==> config.mk <==
export PLATFORM = sky130hd
export DESIGN_NAME = wav_pcm_stream_decoder
export DESIGN_NICKNAME = d
export VERILOG_FILES = /design/src/wpd_pkg.sv /design/src/wav_pcm_stream_decoder.sv
export SDC_FILE = /design/constraint.sdc
export NUM_CORES = 1
export LEC_CHECK = 0
export BUFFER_PORTS_ARGS = -buffer_cell sky130_fd_sc_hd__buf_2
export CAP_MARGIN = 20
export CELL_PAD_IN_SITES_DETAIL_PLACEMENT = 2
export CELL_PAD_IN_SITES_GLOBAL_PLACEMENT = 2
export CORE_ASPECT_RATIO = 0.8
export CORE_MARGIN = 4
export CORE_UTILIZATION = 38
export DETAILED_ROUTE_END_ITERATION = 10
export PLACE_DENSITY_LB_ADDON = 0.1
export SYNTH_ARGS = -nofsm -noshare
export SYNTH_HDL_FRONTEND = slang
export SYNTH_SLANG_ARGS = --single-unit
==> constraint.sdc <==
create_clock -name clk -period 5.71 [get_ports clk]
set_input_delay 0.571 -clock clk [delete_from_list [all_inputs] [get_ports clk]]
set_output_delay 0.571 -clock clk [all_outputs]
set_load 0.01 [all_outputs]
==> src/wpd_pkg.sv <==
// package for the wav pcm stream decoder: types, codes, header constants and tag table
`default_nettype none

package wpd_pkg;

  // fixed header length and the position of its last byte
  localparam int unsigned HEADER_BYTES = 44;
  localparam logic [5:0] LAST_HDR_POS = 6'(HEADER_BYTES - 1);

  // iterations of the shift-add multiplier (one per bit of bits_per_sample)
  localparam int unsigned MUL_STEPS = 16;
  localparam logic [3:0] MUL_LAST = 4'(MUL_STEPS - 1);

  // result kinds
  localparam logic [1:0] KIND_SAMPLE = 2'd0;
  localparam logic [1:0] KIND_ACCEPT = 2'd1;
  localparam logic [1:0] KIND_REJECT = 2'd2;

  // reject reasons
  localparam logic [2:0] REASON_NONE  = 3'd0;
  localparam logic [2:0] REASON_TAGS  = 3'd1;
  localparam logic [2:0] REASON_FMT   = 3'd2;
  localparam logic [2:0] REASON_CHAN  = 3'd3;
  localparam logic [2:0] REASON_RATE  = 3'd4;
  localparam logic [2:0] REASON_WIDTH = 3'd5;

  // header field values that pass
  localparam logic [15:0] FMT_PCM = 16'd1;
  localparam logic [15:0] CHAN_MONO = 16'd1;
  localparam logic [15:0] CHAN_STEREO = 16'd2;
  localparam logic [15:0] WIDTH_8 = 16'd8;
  localparam logic [15:0] WIDTH_16 = 16'd16;
  localparam logic [15:0] WIDTH_24 = 16'd24;

  // sequencer states
  typedef enum logic [2:0] {
    ST_HEADER,
    ST_CHECK,
    ST_VERDICT,
    ST_DATA,
    ST_DONE
  } state_t;

  // positions below 16 that carry tag characters (the riff size is skipped)
  function automatic logic is_tag_pos(input logic [5:0] pos);
    logic result;
    result = (pos < 6'd16) && !((pos >= 6'd4) && (pos < 6'd8));
    return result;
  endfunction

  // expected tag character: "RIFF" ... "WAVE" "fmt "
  function automatic logic [7:0] tag_byte(input logic [3:0] pos);
    logic [7:0] result;
    case (pos)
      4'd0:    result = 8'h52;
      4'd1:    result = 8'h49;
      4'd2:    result = 8'h46;
      4'd3:    result = 8'h46;
      4'd8:    result = 8'h57;
      4'd9:    result = 8'h41;
      4'd10:   result = 8'h56;
      4'd11:   result = 8'h45;
      4'd12:   result = 8'h66;
      4'd13:   result = 8'h6d;
      4'd14:   result = 8'h74;
      4'd15:   result = 8'h20;
      default: result = 8'h00;
    endcase
    return result;
  endfunction

endpackage

`default_nettype wire

==> src/wav_pcm_stream_decoder.sv <==
// wav pcm stream decoder: header parse and check, shift-add rate check, sample assembly
//
//  channel | valid     | stall     | payload
//  --------+-----------+-----------+--------------------------------------------------
//  in      | in_valid  | in_stall  | byte_value, start_of_file
//  out     | out_valid | out_stall | result_kind, reject_reason, sample_value,
//          |           |           | channel_index, last_sample
//
// header and data bytes are taken one per cycle while the input is not stalled.
// after the 44th header byte the input stalls while the shift-add multiplier forms
// rate * bits (doubled for stereo) and until the verdict is loaded into the output.
// one output register holds each result; a new item is taken while it drains.
// rst is synchronous and clears the sequencer, header fields and output valid.
`default_nettype none

module wav_pcm_stream_decoder (
  input  wire logic        clk,
  input  wire logic        rst,
  input  wire logic        in_valid,
  output logic             in_stall,
  input  wire logic [7:0]  byte_value,
  input  wire logic        start_of_file,
  output logic             out_valid,
  input  wire logic        out_stall,
  output logic [1:0]       result_kind,
  output logic [2:0]       reject_reason,
  output logic signed [23:0] sample_value,
  output logic             channel_index,
  output logic             last_sample
);

  wpd_pkg::state_t state, state_next;

  // header fields and data walk state
  logic [5:0]  header_byte_count, header_byte_count_next;
  logic        tags_ok, tags_ok_next;
  logic [15:0] audio_format, audio_format_next;
  logic [15:0] channel_count, channel_count_next;
  logic [31:0] sample_rate, sample_rate_next;
  logic [31:0] byte_rate, byte_rate_next;
  logic [15:0] bits_per_sample, bits_per_sample_next;
  logic [31:0] data_bytes_left, data_bytes_left_next;
  logic [23:0] sample_assembly, sample_assembly_next;
  logic [1:0]  byte_in_sample, byte_in_sample_next;
  logic        current_channel, current_channel_next;

  // rate-check multiplier
  logic [47:0] prod;
  logic [47:0] mcand;
  logic [15:0] mplier;
  logic [3:0]  mul_count;

  // handshake
  logic in_acc;
  logic out_free;
  logic hdr_take;
  logic data_take;
  logic [5:0] hdr_pos;
  logic hdr_last;

  // data path signals
  logic [1:0]  bps;
  logic [23:0] asm_new;
  logic [1:0]  bis_inc;
  logic [31:0] dbl_dec;
  logic        emit;
  logic        last;
  logic [23:0] sample_new;

  // verdict signals
  logic [48:0] full_prod;
  logic [45:0] rate_expect;
  logic        rate_ok;
  logic [2:0]  reason;
  logic        verdict_load;
  logic        sample_load;

  // handshake and take decisions
  assign out_free  = !out_valid || !out_stall;
  assign in_stall  = (state == wpd_pkg::ST_CHECK) || (state == wpd_pkg::ST_VERDICT) ||
                     !out_free;
  assign in_acc    = in_valid && !in_stall;
  assign hdr_take  = in_acc && (start_of_file || (state == wpd_pkg::ST_HEADER));
  assign data_take = in_acc && !start_of_file && (state == wpd_pkg::ST_DATA);
  assign hdr_pos   = start_of_file ? 6'd0 : header_byte_count;
  assign hdr_last  = hdr_pos >= wpd_pkg::LAST_HDR_POS;

  // sample assembly for the current data byte
  assign bps      = bits_per_sample[4:3];
  assign asm_new  = sample_assembly | ({16'h0000, byte_value} << {byte_in_sample, 3'b000});
  assign bis_inc  = byte_in_sample + 2'd1;
  assign dbl_dec  = data_bytes_left - 32'd1;
  assign emit     = bis_inc >= bps;
  assign last     = dbl_dec < {30'd0, bps};

  always_comb begin
    case (bps)
      2'd1:    sample_new = {~asm_new[7], asm_new[6:0], 16'h0000};
      2'd2:    sample_new = {asm_new[15:0], 8'h00};
      default: sample_new = asm_new;
    endcase
  end

  // header verdict, first failing check wins
  assign full_prod   = (channel_count == wpd_pkg::CHAN_STEREO) ? {prod, 1'b0} : {1'b0, prod};
  assign rate_expect = full_prod[48:3];
  assign rate_ok     = {14'd0, byte_rate} == rate_expect;

  always_comb begin
    if (!tags_ok) begin
      reason = wpd_pkg::REASON_TAGS;
    end else if (audio_format != wpd_pkg::FMT_PCM) begin
      reason = wpd_pkg::REASON_FMT;
    end else if (channel_count != wpd_pkg::CHAN_MONO &&
                 channel_count != wpd_pkg::CHAN_STEREO) begin
      reason = wpd_pkg::REASON_CHAN;
    end else if (!rate_ok) begin
      reason = wpd_pkg::REASON_RATE;
    end else if (bits_per_sample != wpd_pkg::WIDTH_8 &&
                 bits_per_sample != wpd_pkg::WIDTH_16 &&
                 bits_per_sample != wpd_pkg::WIDTH_24) begin
      reason = wpd_pkg::REASON_WIDTH;
    end else begin
      reason = wpd_pkg::REASON_NONE;
    end
  end

  assign verdict_load = (state == wpd_pkg::ST_VERDICT) && out_free;
  assign sample_load  = data_take && emit;

  // state register
  always_ff @(posedge clk) begin
    if (rst) begin
      state <= wpd_pkg::ST_HEADER;
    end else begin
      state <= state_next;
    end
  end

  // next state
  always_comb begin
    state_next = state;
    case (state)
      wpd_pkg::ST_CHECK: begin
        if (mul_count == wpd_pkg::MUL_LAST) begin
          state_next = wpd_pkg::ST_VERDICT;
        end
      end
      wpd_pkg::ST_VERDICT: begin
        if (out_free) begin
          if (reason != wpd_pkg::REASON_NONE || data_bytes_left < {30'd0, bps}) begin
            state_next = wpd_pkg::ST_DONE;
          end else begin
            state_next = wpd_pkg::ST_DATA;
          end
        end
      end
      wpd_pkg::ST_HEADER, wpd_pkg::ST_DATA, wpd_pkg::ST_DONE: begin
        if (hdr_take) begin
          state_next = hdr_last ? wpd_pkg::ST_CHECK : wpd_pkg::ST_HEADER;
        end else if (sample_load && last) begin
          state_next = wpd_pkg::ST_DONE;
        end
      end
      default: state_next = wpd_pkg::ST_HEADER;
    endcase
  end

  // header field capture and data walk
  always_comb begin
    header_byte_count_next = start_of_file ? 6'd0 : header_byte_count;
    tags_ok_next           = start_of_file ? 1'b1 : tags_ok;
    audio_format_next      = start_of_file ? 16'd0 : audio_format;
    channel_count_next     = start_of_file ? 16'd0 : channel_count;
    sample_rate_next       = start_of_file ? 32'd0 : sample_rate;
    byte_rate_next         = start_of_file ? 32'd0 : byte_rate;
    bits_per_sample_next   = start_of_file ? 16'd0 : bits_per_sample;
    data_bytes_left_next   = start_of_file ? 32'd0 : data_bytes_left;
    sample_assembly_next   = start_of_file ? 24'd0 : sample_assembly;
    byte_in_sample_next    = start_of_file ? 2'd0 : byte_in_sample;
    current_channel_next   = start_of_file ? 1'b0 : current_channel;
    if (hdr_take) begin
      header_byte_count_next = hdr_pos + 6'd1;
      if (wpd_pkg::is_tag_pos(hdr_pos) && byte_value != wpd_pkg::tag_byte(hdr_pos[3:0])) begin
        tags_ok_next = 1'b0;
      end
      if (hdr_pos inside {[6'd20:6'd21]}) begin
        audio_format_next[{hdr_pos[0], 3'b000} +: 8] = byte_value;
      end else if (hdr_pos inside {[6'd22:6'd23]}) begin
        channel_count_next[{hdr_pos[0], 3'b000} +: 8] = byte_value;
      end else if (hdr_pos inside {[6'd24:6'd27]}) begin
        sample_rate_next[{hdr_pos[1:0], 3'b000} +: 8] = byte_value;
      end else if (hdr_pos inside {[6'd28:6'd31]}) begin
        byte_rate_next[{hdr_pos[1:0], 3'b000} +: 8] = byte_value;
      end else if (hdr_pos inside {[6'd34:6'd35]}) begin
        bits_per_sample_next[{hdr_pos[0], 3'b000} +: 8] = byte_value;
      end else if (hdr_pos inside {[6'd40:6'd43]}) begin
        data_bytes_left_next[{hdr_pos[1:0], 3'b000} +: 8] = byte_value;
      end
    end else if (data_take) begin
      data_bytes_left_next = dbl_dec;
      if (emit) begin
        sample_assembly_next = 24'd0;
        byte_in_sample_next  = 2'd0;
        current_channel_next = (channel_count == wpd_pkg::CHAN_STEREO) ? ~current_channel : 1'b0;
      end else begin
        sample_assembly_next = asm_new;
        byte_in_sample_next  = bis_inc;
      end
    end
  end

  always_ff @(posedge clk) begin
    if (rst) begin
      header_byte_count <= 6'd0;
      tags_ok           <= 1'b1;
      audio_format      <= 16'd0;
      channel_count     <= 16'd0;
      sample_rate       <= 32'd0;
      byte_rate         <= 32'd0;
      bits_per_sample   <= 16'd0;
      data_bytes_left   <= 32'd0;
      sample_assembly   <= 24'd0;
      byte_in_sample    <= 2'd0;
      current_channel   <= 1'b0;
    end else if (in_acc) begin
      header_byte_count <= header_byte_count_next;
      tags_ok           <= tags_ok_next;
      audio_format      <= audio_format_next;
      channel_count     <= channel_count_next;
      sample_rate       <= sample_rate_next;
      byte_rate         <= byte_rate_next;
      bits_per_sample   <= bits_per_sample_next;
      data_bytes_left   <= data_bytes_left_next;
      sample_assembly   <= sample_assembly_next;
      byte_in_sample    <= byte_in_sample_next;
      current_channel   <= current_channel_next;
    end
  end

  // shift-add multiplier: sample_rate * bits_per_sample, one bit per cycle
  always_ff @(posedge clk) begin
    if (rst) begin
      mul_count <= 4'd0;
    end else if (hdr_take && hdr_last) begin
      mul_count <= 4'd0;
    end else if (state == wpd_pkg::ST_CHECK) begin
      mul_count <= mul_count + 4'd1;
    end
  end

  always_ff @(posedge clk) begin
    if (hdr_take && hdr_last) begin
      prod   <= 48'd0;
      mcand  <= {16'd0, sample_rate_next};
      mplier <= bits_per_sample_next;
    end else if (state == wpd_pkg::ST_CHECK) begin
      if (mplier[0]) begin
        prod <= prod + mcand;
      end
      mcand  <= {mcand[46:0], 1'b0};
      mplier <= {1'b0, mplier[15:1]};
    end
  end

  // output register
  always_ff @(posedge clk) begin
    if (rst) begin
      out_valid <= 1'b0;
    end else if (verdict_load || sample_load) begin
      out_valid <= 1'b1;
    end else if (!out_stall) begin
      out_valid <= 1'b0;
    end
  end

  always_ff @(posedge clk) begin
    if (verdict_load) begin
      result_kind   <= (reason == wpd_pkg::REASON_NONE) ? wpd_pkg::KIND_ACCEPT :
                                                          wpd_pkg::KIND_REJECT;
      reject_reason <= reason;
      sample_value  <= 24'sd0;
      channel_index <= 1'b0;
      last_sample   <= 1'b0;
    end else if (sample_load) begin
      result_kind   <= wpd_pkg::KIND_SAMPLE;
      reject_reason <= wpd_pkg::REASON_NONE;
      sample_value  <= sample_new;
      channel_index <= current_channel;
      last_sample   <= last;
    end
  end

`ifndef SYNTH
  // input is held off while the rate check runs
  assert property (@(posedge clk) disable iff (rst)
    (state == wpd_pkg::ST_CHECK || state == wpd_pkg::ST_VERDICT) |-> in_stall)
    else $error("item taken during header check");

  // multiplier ends after its last step
  assert property (@(posedge clk) disable iff (rst)
    (state == wpd_pkg::ST_CHECK && mul_count == wpd_pkg::MUL_LAST) |=>
    (state == wpd_pkg::ST_VERDICT))
    else $error("multiplier did not finish on time");

  // a verdict moves on to the data walk or to done with a result shown
  assert property (@(posedge clk) disable iff (rst)
    verdict_load |=> (out_valid && (state == wpd_pkg::ST_DATA || state == wpd_pkg::ST_DONE)))
    else $error("verdict not delivered");

  // a sample only follows an accepted header of a supported width
  assert property (@(posedge clk) disable iff (rst)
    sample_load |-> (bps != 2'd0 && reason == wpd_pkg::REASON_NONE))
    else $error("sample emitted without an accepted header");

  // the data walk never runs past the end of the chunk
  assert property (@(posedge clk) disable iff (rst)
    (state == wpd_pkg::ST_DATA) |-> (data_bytes_left != 32'd0))
    else $error("data walk past the chunk end");
`endif

endmodule

`default_nettype wire

# Word level (Yosys, flattened, before mapping)
# Memory sizes are Yosys's and may differ from the RTL's.
# Cells that the tools add are included.
[totals]
ff_bits = 329
latchBits = 0
mem_bits_rw = 0
mem_bits_ro = 112
input_bits = 13
output_inout_bits = 33
elab_cells = 203
memories = 1
[memory_table]
columns = ["name", "words", "word_bits", "read_ports", "rd_ports_with_merged_regs", "wr", "line", "text"]
rows = [
  ["(no name shown)", 16, 7, 1, 0, 0, "wpd_pkg.sv:54", "case (pos)"],
]
[op_classes]
n_addsub = 7
n_mul = 0
div_mod_pow = 0
n_lt_le_gt_ge = 19
eq_ne = 20
shift = 5
muxes = 84
bitwise = 3
reduce_logical = 41
[op_table]
columns = ["cell", "count"]
rows = [
  ["two-way mux 32 bit", 22],
  ["two-way mux 16 bit", 16],
  ["bitwise mux 32 bit", 3],
  ["two-way mux 24 bit", 4],
  ["< comparator 32 x 2 -> 1 bit", 2],
  ["two-way mux 49 bit", 1],
  ["adder 48 bit", 1],
  ["bitwise mux 16 bit", 3],
  ["one-hot mux 24 bit (2 select lines)", 1],
  ["== test 32 x 46 -> 1 bit", 1],
  ["two-way mux 3 bit", 12],
  ["inequality test 16 x 1 -> 1 bit, second input constant", 2],
  ["inequality test 16 x 5 -> 1 bit, second input constant", 2],
  ["variable shift 8 x 7 -> 32 bit, first input constant", 1],
  ["variable part select 8 x 7 -> 32 bit", 1],
  ["subtractor 32 x 1 -> 32 bit, second input constant", 1],
  ["greater-or-equal comparator 6 x 5 -> 1 bit, second input constant", 4],
  ["<= comparator 6 x 5 -> 1 bit, second input constant", 4],
  ["OR 24 bit", 1],
  ["left shift 8 x 5 -> 24 bit", 1],
  ["logical AND 1 bit", 20],
  ["greater-or-equal comparator 6 bit, second input constant", 3],
  ["== test 16 x 2 -> 1 bit, second input constant", 1],
  ["inequality test 16 x 2 -> 1 bit, second input constant", 1],
  ["other kinds (38)", 71],
]

# Longest topological paths before layout
# Gate-level depths: netlist of run 1.
[depth]
depth_word = 13
mapped_depth = 16
depth_no_buf = 14

# Worst setup path after synthesis of run 1
# OpenSTA, ideal clock, no wires.
[synth_timing]
kind = "input -> register"
from = "in start_of_file"
to = "reg mcand[0] (enable)"
t_arrival_ps = 3919
slack_ps = 1208
path_stages = 12
cell_sequence = "clkbuf_1 -> inv_2 -> clkbuf_1 -> nand2_1 -> clkinv_1 -> ha_1 -> inv_1 -> nor3_1 -> o311ai_1 -> clkbuf_1 -> clkbuf_1 -> nand2_1"
[synth_between]
elab_chain_len = 4
[synth_lines]
columns = ["element", "line", "text"]
rows = [
  ["from (decl)", "wav_pcm_stream_decoder.sv:22", "input wire logic start_of_file,"],
  ["two-way mux 6 bit / logical OR 1 bit (equally long branches)", "--", ""],
  ["greater-or-equal comparator 6 bit / logical AND 1 bit (equally long branches)", "wav_pcm_stream_decoder.sv:86, wav_pcm_stream_decoder.sv:83", ""],
  ["logical AND 1 bit (*)", "wav_pcm_stream_decoder.sv:253", "if (hdr_take && hdr_last) begin"],
  ["nonzero test 2 bit (no line) (*)", "--", ""],
  ["to (signal assigned)", "wav_pcm_stream_decoder.sv:255", "mcand <= {16'd0, sample_rate_next};"],
  ["to (signal assigned)", "wav_pcm_stream_decoder.sv:261", "mcand <= {mcand[46:0], 1'b0};"],
  ["to (decl)", "wav_pcm_stream_decoder.sv:49", "logic [47:0] mcand;"],
]
# Mark *: on every way between the ends. The rest lies on a longest branch, timed or not.
# A chain may end at the register's enable or synchronous reset.

# Final worst setup path of run 1
[layout_timing]
from = "reg byte_in_sample[1]"
to = "reg state[1]"
[layout_between]
elab_chain_len = 6
[layout_lines]
columns = ["element", "line", "text"]
rows = [
  ["from (decl)", "wav_pcm_stream_decoder.sv:44", "logic [1:0] byte_in_sample, byte_in_sample_next;"],
  ["from (signal assigned)", "wav_pcm_stream_decoder.sv:236", "byte_in_sample <= byte_in_sample_next;"],
  ["adder 2 x 1 -> 2 bit", "wav_pcm_stream_decoder.sv:91", "assign bis_inc = byte_in_sample + 2'd1;"],
  ["greater-or-equal comparator 2 bit", "wav_pcm_stream_decoder.sv:93", "assign emit = bis_inc >= bps;"],
  ["logical AND 1 bit", "wav_pcm_stream_decoder.sv:129", "assign sample_load = data_take && emit;"],
  ["logical AND 1 bit", "wav_pcm_stream_decoder.sv:161", "end else if (sample_load && last) begin"],
  ["inequality test 3 bit (no line)", "--", ""],
  ["AND reduction 3 bit (no line)", "--", ""],
  ["to (signal assigned)", "wav_pcm_stream_decoder.sv:134", "state <= wpd_pkg::ST_HEADER;"],
  ["to (signal assigned)", "wav_pcm_stream_decoder.sv:136", "state <= state_next;"],
  ["to (decl)", "wav_pcm_stream_decoder.sv:32", "wpd_pkg::state_t state, state_next;"],
]
# No other way between the ends.

==> results by group, run 1 <==
Status
  – Outcome: finished clean

Worst setup path
  – Nature of the critical path endpoint: flop
  – Worst Path Required: 6.12 ns
  – CP Launch Type: flop
  – Reg2reg setup slack: 1.40 ns
  – Setup CP Type: reg -> reg
  – Worst-path fanout max: 38
  – Crit path DAT: 4.72 ns
  – FF-to-FF path depth: 13

Finish
  – # nets final: 2402
  – Filler cell count: 5485
  – Most frequent cells in the layout: 304 x nor2_1, 276 x dfxtp_1, 249 x nand2_1
  – Antenna diode count: 0
  – Share of layout cells above drive strength 1: 7.51%
  – Most common cell after layout, fill and taps aside: nor2_1
  – Synth-to-layout area growth: 10.6%
  – Fin area: 20700 sq um

Die
  – Initial Util: 38.6%
  – IO Pins: 46
  – Die height: 207 um
  – FP Rows: 72
  – Core area: 48600 sq um
  – Die W: 256 um
  – Die ar.: 53000 sq um

Clock network
  – Resize count post-CTS: 0
  – Worst-skew pair later-pin latency: 0.57 ns
  – CTS tree: done
  – Max clock buf depth: 3
  – Max H-tree Level: 2
  – Total CTS buffers: 40
  – CTS root buf: clkbuf_16
  – Clock-pin slew on the worst setup and hold paths: 0.06 ns
  – Total clock sinks: 329
  – Cts hold-fix bufs: 0
  – Post CTS Setup Buffer Count: 0

Drt
  – Post-detailed-route wirelength per cell: 25.2 um
  – Detail Route Antenna Nets: 0
  – Post-DR vias/cell: 6.29
  – DRC: 0
  – DRT iter0 DRCs: 1392
  – First-pass iteration count of the detailed router: 5
  – Routed vias: 18786
  – Wirelength, routed: 75.4 mm

Global routing
  – First-pass GRT wire length: 118 mm
  – Total gr overflow: 0
  – GRT Overall Usage: 27.9%
  – Antenna violations before repair: 0
  – Largest net degree at the start of global routing: 119
  – Vias in the first global route: 19560

Worst hold path
  – Worst hold path class: in -> reg
  – Hold Path Depth: 3

Synth
  – Sequential-to-total area share from yosys stat: 37.9%
  – Ys flop type: dfxtp_1
  – Net Count, Synth: 2456
  – Post-synth EDFFs: 53
  – Fraction of registers with async set/reset: 0%
  – Synth Instances: 2380
  – Avg Cell Area, Syn: 7.89 sq um
  – Yosys warns: 0
  – Synthesis-stage register bit count: 329
  – Yosys cell types: 83
  – Mapped Area: 18800 sq um

Timing
  – Slew headroom: 30.4%
  – Final Hold Vio Count: 0
  – Minimum clock period: 4.31 ns
  – Worst Skew: 0.0176 ns
  – Setup violations, final: 0
  – Setup Total Neg Slack: 0 ns
  – Unrepaired setup endpoints after global routing: false
  – Crit share post-route: 75.5%
  – Slew @ Worst Pin: 1.04 ns
  – Fmax: 0.232 GHz
  – Slew Limit Fails: 0

Job
  – MaxCap Viol Count: 0

Placement
  – Post-place instance area: 19400 sq um
  – RePlAce Congestion: 0.893
  – Final HPWL DP: 51.7 mm
  – # port buffers: 45

Power and ir drop
  – PwrDens: 254 nW/um^2
  – VDD IR max: 0.000207 V
  – Leakage: 7.56 nW
registers in the layout, indices dropped and copies added, names as in the netlist, 2 cells and up:
register,cells
prod,48
mplier,16
mcand,48
sample_rate,32
header_byte_count,6
channel_count,16
reject_reason,3
mul_count,4
sample_assembly,24
bits_per_sample,16
byte_in_sample,2
state,3
byte_rate,32
data_bytes_left,32
sample_value,24
audio_format,16
result_kind,2
through the flow:
stage	setup slack, ns	power (mW)	util, %	hold slack [ns]	std cells
2_1_floorplan	1.21	2.61	-	0.427	2380
3_3_place_gp	1.40	2.72	40.0	0.438	2910
3_5_place_dp	1.15	2.73	40.0	0.446	2912
4_1_cts	1.44	5.31	42.7	0.375	2986
5_1_grt	1.07	5.47	42.7	0.444	2987
6_report	1.40	5.27	42.7	0.398	2987
final cells by class:
class	count	area [sq um]	area share (%)
Clock inverter	14	131	0.633
Sequential cell	329	7120	34.3
Multi-Input combinational cell	1815	10800	52.0
Timing Repair Buffer	88	562	2.71
Inverter	52	195	0.941
Clock buffer	60	1170	5.63
Tap cell	629	787	3.79
synthesized netlist by cell type, types with 53 or more instances:
master,n,area share (%)
a32oi_1,69,3.2
nor2b_1,54,1.8
dfxtp_1,276,29
ha_1,62,4.1
a21oi_1,232,6.2
nor2_1,305,6.1
nand2_1,251,5.0
nand3_1,83,2.2
nor3_1,57,1.5
clkbuf_1,155,3.1
o21ai_0,95,2.5
edfxtp_1,53,8.5
a22oi_1,63,2.5
kinds of logic after synthesis:
kind of cell | share of synthesized area (%)
AO/OA/AOI/OAI | 26.1
XOR/XNOR | 3.36
adder cells (fa/ha/maj) | 4.24
buffers and inverters | 4.81
flip-flops | 37.9
multiplexers | 0.320
AND/OR/NAND/NOR | 23.3
critical path: stages (launching register included):
cell and delay, ns:
dfxtp_1 0.36, nor2b_1 0.69, or2_2 0.24, ha_1 0.12
a21oi_1 0.16, or2_1 0.27, buf_4 0.26, or4_1 0.62
nor4_2 0.18, nand4_1 0.45, a31oi_1 0.38, o21ai_1 0.18
nand3b_1 0.13, o311ai_1 0.11
final timing paths:
path                     start         endpoint
max reg2reg  byte_in_sample[1]         state[1]
max          byte_in_sample[1]         state[1]
min                  out_stall        out_valid
min reg2reg    sample_value[3]  sample_value[3]
layer usage:
metal,track usage [%],vias to the layer above,share of wire [%]
li1,-,8639,-
met1,38.8,9588,47
met2,45.4,457,45
met3,4.94,102,5.8
met4,6.95,0,2.3
met5,0,-,0
power breakdown:
group | total (mW) | internal (mW) | switching [mW] | leakage [nW]
Combinational | 0.311 | 0.0698 | 0.241 | 4.38
Clock | 2.58 | 1.51 | 1.07 | 0.635
Sequential | 2.37 | 2.36 | 0.0173 | 2.55
Total | 5.27 | 3.93 | 1.33 | 7.56
Note: power is estimated with default switching activity, not from simulation.
==> inputs of run 2 (changes only) <==
--- a/config.mk
+++ b/config.mk
@@ -11,7 +11,7 @@
 export CELL_PAD_IN_SITES_GLOBAL_PLACEMENT = 2
 export CORE_ASPECT_RATIO = 0.8
 export CORE_MARGIN = 4
-export CORE_UTILIZATION = 38
+export CORE_UTILIZATION = 35
 export DETAILED_ROUTE_END_ITERATION = 10
 export PLACE_DENSITY_LB_ADDON = 0.1
 export SYNTH_ARGS = -nofsm -noshare
==> constraint.sdc (replaced) <==
create_clock -name clk -period 3.5 [get_ports clk]
set_input_delay 0.35 -clock clk [delete_from_list [all_inputs] [get_ports clk]]
set_output_delay 0.35 -clock clk [all_outputs]
set_load 0.01 [all_outputs]
==> run 2 against run 1 <==
Compared with the run above:
- clock skew increased by 0.0087 ns
- combinational power is 85% higher
- power up 69%
- via count grew 0.88%
- setup slack worse by 1.2 ns
- core utilization shrank 1.9 points
==> results by group, run 2 (same netlist as run 1, synthesis figures left out) <==
Drt
  – DRT iter0 DRCs: 1417
  – First-pass iteration count of the detailed router: 5
  – Wirelength, routed: 77.3 mm
  – Post-detailed-route wirelength per cell: 24.8 um
  – Routed vias: 18951
  – Post-DR vias/cell: 6.09
  – Detail Route Antenna Nets: 0
  – DRC: 0

Timing
  – Setup Total Neg Slack: 0 ns
  – Minimum clock period: 3.33 ns
  – Final Hold Vio Count: 0
  – Slew Limit Fails: 0
  – Setup ws final: 0.168 ns
  – Worst Skew: 0.0263 ns
  – Fmax: 0.300 GHz
  – Slew @ Worst Pin: 1.02 ns
  – Worst hold margin: 0.244 ns
  – Setup violations, final: 0
  – Crit share post-route: 95.2%
  – Slew headroom: 31.7%

Worst setup path
  – Worst-path fanout max: 4
  – Setup CP Type: reg -> reg
  – Nature of the critical path endpoint: flop
  – Worst Path Required: 3.93 ns
  – CP Launch Type: flop
  – Crit path DAT: 3.77 ns

Global routing
  – Vias in the first global route: 19962
  – Met2 Track Usage GR: 41.9%
  – First-pass GRT wire length: 119 mm
  – GRT Overall Usage: 26.1%
  – Largest net degree at the start of global routing: 96
  – Antenna violations before repair: 0
  – M1 GR Usage: 37.5%
  – Met3 Use GR: 3.79%
  – Most utilized layer in the global route result: met2
  – Total gr overflow: 0

Job
  – MaxCap Viol Count: 0

Power and ir drop
  – PwrDens: 414 nW/um^2
  – VDD IR max: 0.000397 V
  – Clock power share: 50.2%
  – Internal power: 6.64 mW
  – Leakage: 7.95 nW
  – Gate power share: 6.5%
  – Sw frac: 25.5%
  – Total power: 8.92 mW
  – Register share of total power: 43.3%
  – Switching pwr: 2.28 mW

Placement
  – DP Worst Slack: -0.00682 ns
  – Final HPWL DP: 54.0 mm
  – # port buffers: 45
  – RePlAce Congestion: 0.905

Finish
  – Largest regs: mcand: 48 flops, prod: 48 flops
  – Share of layout cells above drive strength 1: 10.7%
  – Layout Utilization: 40.9%
  – Synth-to-layout area growth: 14.8%
  – Most frequent cells in the layout: 303 x nor2_1, 276 x dfxtp_1, 249 x nand2_1
  – Antenna diode count: 0
  – Most common cell after layout, fill and taps aside: nor2_1
  – # nets final: 2465

Die
  – Die ar.: 57400 sq um
  – IO Pins: 46
  – Initial Util: 35.6%
  – Core area: 52700 sq um
  – Die height: 215 um
  – FP Rows: 75
  – Die W: 267 um

Clock network
  – Max H-tree Level: 2
  – Clock-pin slew on the worst setup and hold paths: 0.06 ns
  – Max clock buf depth: 3
  – CTS root buf: clkbuf_16
  – Cts hold-fix bufs: 0
  – Total clock sinks: 329
  – Total CTS buffers: 40
  – CTS tree: done
  – Worst-skew pair later-pin latency: 0.58 ns

Status
  – Outcome: finished clean

Worst hold path
  – Worst hold path class: in -> reg
-- run 2: changes by cell type in the layout (fill, tap and decap cells not counted), sizes merged --
cell      delta
buf         +63
bufinv       +2
clkbuf       -7
clkinv       +6
clkinvlp     +2
inv          -3
-- run 2: metal layers --
layer	wire length [um]	up-vias	share of wire (%)
met2	35500	411	46
met4	1460	0	1.9
met5	0	-	0
met3	3670	98	4.7
li1	-	8751	-
met1	36700	9691	47
-- run 2: power by group through the flow --
stage               clock [mW]  sequential (mW)  combinational, mW
finish                    4.48             3.86              0.576
global route              4.77             3.86              0.615
CTS                       4.61             3.86              0.559
detailed placement           0             3.94              0.555
global placement             0             3.94              0.539
floorplan                    0             3.94              0.313
-- run 2: worst paths after layout --
kind                                          from                 end  slack (ns)  depth (start not counted)
worst max-delay path            data_bytes_left[1]            state[2]        0.17                         14
worst min-delay path                           rst  bits_per_sample[0]        0.24                          2
worst max register to register  data_bytes_left[1]            state[2]        0.17                         14
worst min register to register     sample_value[2]     sample_value[2]        0.45                          2
-- run 2: critical path, stage by stage (launching register included) --
cell and delay, ns:
dfxtp_1 0.36, inv_1 0.06, ha_1 0.29, inv_1 0.05, ha_1 0.16, or4_1 0.42, nor3_2 0.12, nand4_1 0.11
or4_4 0.51, nor4_4 0.22, nand4_1 0.28, a31oi_2 0.27, o21ai_2 0.13, a21oi_2 0.15, a211oi_2 0.07
-- run 2: stage by stage --
step	cell area, sq um	instances
floorplan	18800	2380
global placement	20000	3037
detailed placement	20000	3038
CTS	21500	3112
global route	21500	3114
finish	21500	3114
-- run 2: cell type report --
class | instances | area [sq um]
Fill cell | 5962 | 31200
Clock inverter | 21 | 251
Inverter | 52 | 195
Clock buffer | 53 | 1160
Timing Repair Buffer | 151 | 1060
Sequential cell | 329 | 7120
Tap cell | 693 | 867
Multi-Input combinational cell | 1815 | 10900
-- run 2: what timing repair did --
action / 4_1_cts / 5_1_grt
pin swaps: 0 / 4
setup endpoints to repair: 2 / 12
resized for setup: 2 / 14
setup buffers: 0 / 2
gates cloned: 0 / 0
==> inputs of run 3 (changes only) <==
--- a/config.mk
+++ b/config.mk
@@ -5,7 +5,6 @@
 export SDC_FILE = /design/constraint.sdc
 export NUM_CORES = 1
 export LEC_CHECK = 0
-export BUFFER_PORTS_ARGS = -buffer_cell sky130_fd_sc_hd__buf_2
 export CAP_MARGIN = 20
 export CELL_PAD_IN_SITES_DETAIL_PLACEMENT = 2
 export CELL_PAD_IN_SITES_GLOBAL_PLACEMENT = 2
@@ -13,6 +12,7 @@
 export CORE_MARGIN = 4
 export CORE_UTILIZATION = 35
 export DETAILED_ROUTE_END_ITERATION = 10
+export DONT_BUFFER_PORTS = 1
 export PLACE_DENSITY_LB_ADDON = 0.1
 export SYNTH_ARGS = -nofsm -noshare
 export SYNTH_HDL_FRONTEND = slang
==> run 3 against run 2 <==
Compared with the run above:
- worst hold slack got worse by 0.20 ns
- via count increased by 0.96%
- global-route usage increased by 1.4 points
- core utilization decreased by 0.25 points
- highest routed layer unchanged
- largest power group unchanged
- non-clock buffer count decreased by 26
==> results by group, run 3 (same netlist as run 1, synthesis figures left out) <==
Timing
  – Setup ws final: 0.178 ns
  – Slew Limit Fails: 0
  – Final Hold Vio Count: 0
  – Minimum clock period: 3.32 ns
  – Crit share post-route: 94.9%
  – Worst hold margin: 0.0420 ns
  – Worst Skew: 0.0352 ns
  – Slew headroom: 19.1%
  – Slew @ Worst Pin: 1.21 ns
  – Setup violations, final: 0
  – Fmax: 0.301 GHz

Worst setup path
  – Reg2reg setup slack: 0.18 ns
  – Nature of the critical path endpoint: flop
  – Worst Path Required: 4.00 ns
  – FF-to-FF Start: mcand[4]
  – CP Launch Type: flop
  – FF-to-FF path depth: 12
  – FF-to-FF End: prod[47]
  – Setup CP Type: reg -> reg
  – Worst-path fanout max: 4
  – CP Capture Point: prod[47]
  – Crit path DAT: 3.82 ns
  – Worst setup path startpoint: mcand[4]

Drt
  – DRC: 0
  – DRT iter0 DRCs: 1615
  – Post-DR vias/cell: 6.20
  – Wirelength, routed: 80.9 mm
  – First-pass iteration count of the detailed router: 7
  – Detail Route Antenna Nets: 0
  – Post-detailed-route wirelength per cell: 26.2 um
  – Routed vias: 19132

Global routing
  – Antenna violations before repair: 0
  – Total gr overflow: 0
  – Vias in the first global route: 19769
  – Largest net degree at the start of global routing: 187
  – First-pass GRT wire length: 124 mm
  – GRT Overall Usage: 27.5%

Clock network
  – Total CTS buffers: 40
  – Total clock sinks: 329
  – CTS tree: done
  – Clock-pin slew on the worst setup and hold paths: 0.06 ns
  – Max clock buf depth: 3
  – Max H-tree Level: 2
  – CTS root buf: clkbuf_16
  – Worst-skew pair later-pin latency: 0.59 ns

Placement
  – Final HPWL DP: 53.5 mm
  – DP Cell Count: 2999
  – DP Worst Slack: 0.0425 ns
  – # port buffers: 0
  – RePlAce Congestion: 0.889
  – Post-place instance area: 19800 sq um

Power and ir drop
  – PwrDens: 409 nW/um^2
  – Leakage: 7.80 nW
  – VDD IR max: 0.000333 V

Finish
  – Share of layout cells above drive strength 1: 9.02%
  – Most common cell after layout, fill and taps aside: nor2_1
  – Antenna diode count: 0
  – # nets final: 2439
  – Synth-to-layout area growth: 14.1%
  – Fin area: 21400 sq um
  – Finished Layout Cells: 3088
  – Largest regs: mcand: 48 flops, prod: 48 flops
  – Most frequent cells in the layout: 303 x nor2_1, 276 x dfxtp_1, 249 x nand2_1

Die
  – Initial Util: 35.6%
  – IO Pins: 46
  – Die ar.: 57400 sq um
  – Die W: 267 um
  – Core area: 52700 sq um
  – Die height: 215 um
  – FP Rows: 75

Worst hold path
  – Worst hold path class: in -> reg

Status
  – Outcome: finished clean

Job
  – MaxCap Viol Count: 0
run 3: cell count changes in the layout (fill, tap and decap cells not counted), sizes merged:
cell / before / now
clkinvlp: 4 / 0
clkbuf: 53 / 58
inv: 51 / 53
bufinv: 4 / 3
clkinv: 14 / 12
buf: 151 / 117
dlygate4sd3: 0 / 8
run 3: how the worst min path moves through the flow:
stage,start,endpoint,slack (ns),cells after the start
floorplan,sample_rate[23],sample_rate[23],0.43,2
global placement,sample_rate[23],sample_rate[23],0.44,2
detailed placement,rst,audio_format[13],0.44,1
CTS,out_stall,out_valid,0.003,2
global route,out_stall,out_valid,0.006,2
finish,out_stall,out_valid,0.04,2
run 3: layout make-up:
type	count	area, sq um
multi-input cells	1815	10800
clock inverters	16	190
inverters	52	195
clock buffers	58	1150
repair buffers	125	1060
flip-flops and latches	329	7120
fillers	5910	31300
well taps	693	867
run 3: worst max-delay path, cell delays in order, from the launching register on:
cell and delay (ns):
edfxtp_1 0.41, ha_1 0.37, o211ai_1 0.13, o211ai_1 0.32, a31oi_2 0.23, nor2_2 0.25
a21oi_2 0.13, o41ai_1 0.42, buf_4 0.20, a31oi_1 0.13, o21ai_0 0.17, nor3b_1 0.27
mux2i_1 0.21
run 3: through the flow:
| step | total power [mW] | setup TNS [ns] | util [%] |
|---|---|---|---|
| 4_1_cts | 8.84 | 0 | 40.5 |
| 6_report | 8.75 | 0 | 40.6 |
| 5_1_grt | 9.06 | -0.0355 | 40.6 |
| 2_1_floorplan | 4.25 | 0 | - |
| 3_3_place_gp | 4.35 | 0 | 37.6 |
| 3_5_place_dp | 4.36 | 0 | 37.6 |
run 3: routing by layer:
layer / global-route usage (%) / wire length (um) / share of wire, %
met3: 3.45 / 4100 / 5.1
met4: 5.70 / 1650 / 2.0
met1: 40.6 / 39200 / 48
met5: 0 / 0 / 0
met2: 43.0 / 35900 / 44
run 3: what timing repair did:
action / 4_1_cts / 5_1_grt
buffers inserted: 0 / 2
hold buffers: 12 / 0
resized for setup: 0 / 7
endpoints found under the hold margin: 186 / 0
setup endpoints to repair: 0 / 17
run 3: power by group:
group	total (mW)	leakage (nW)	internal, mW	switching, mW
Combinational	0.539	4.60	0.152	0.386
Sequential	3.86	2.54	3.84	0.0218
Clock	4.35	0.662	2.52	1.83
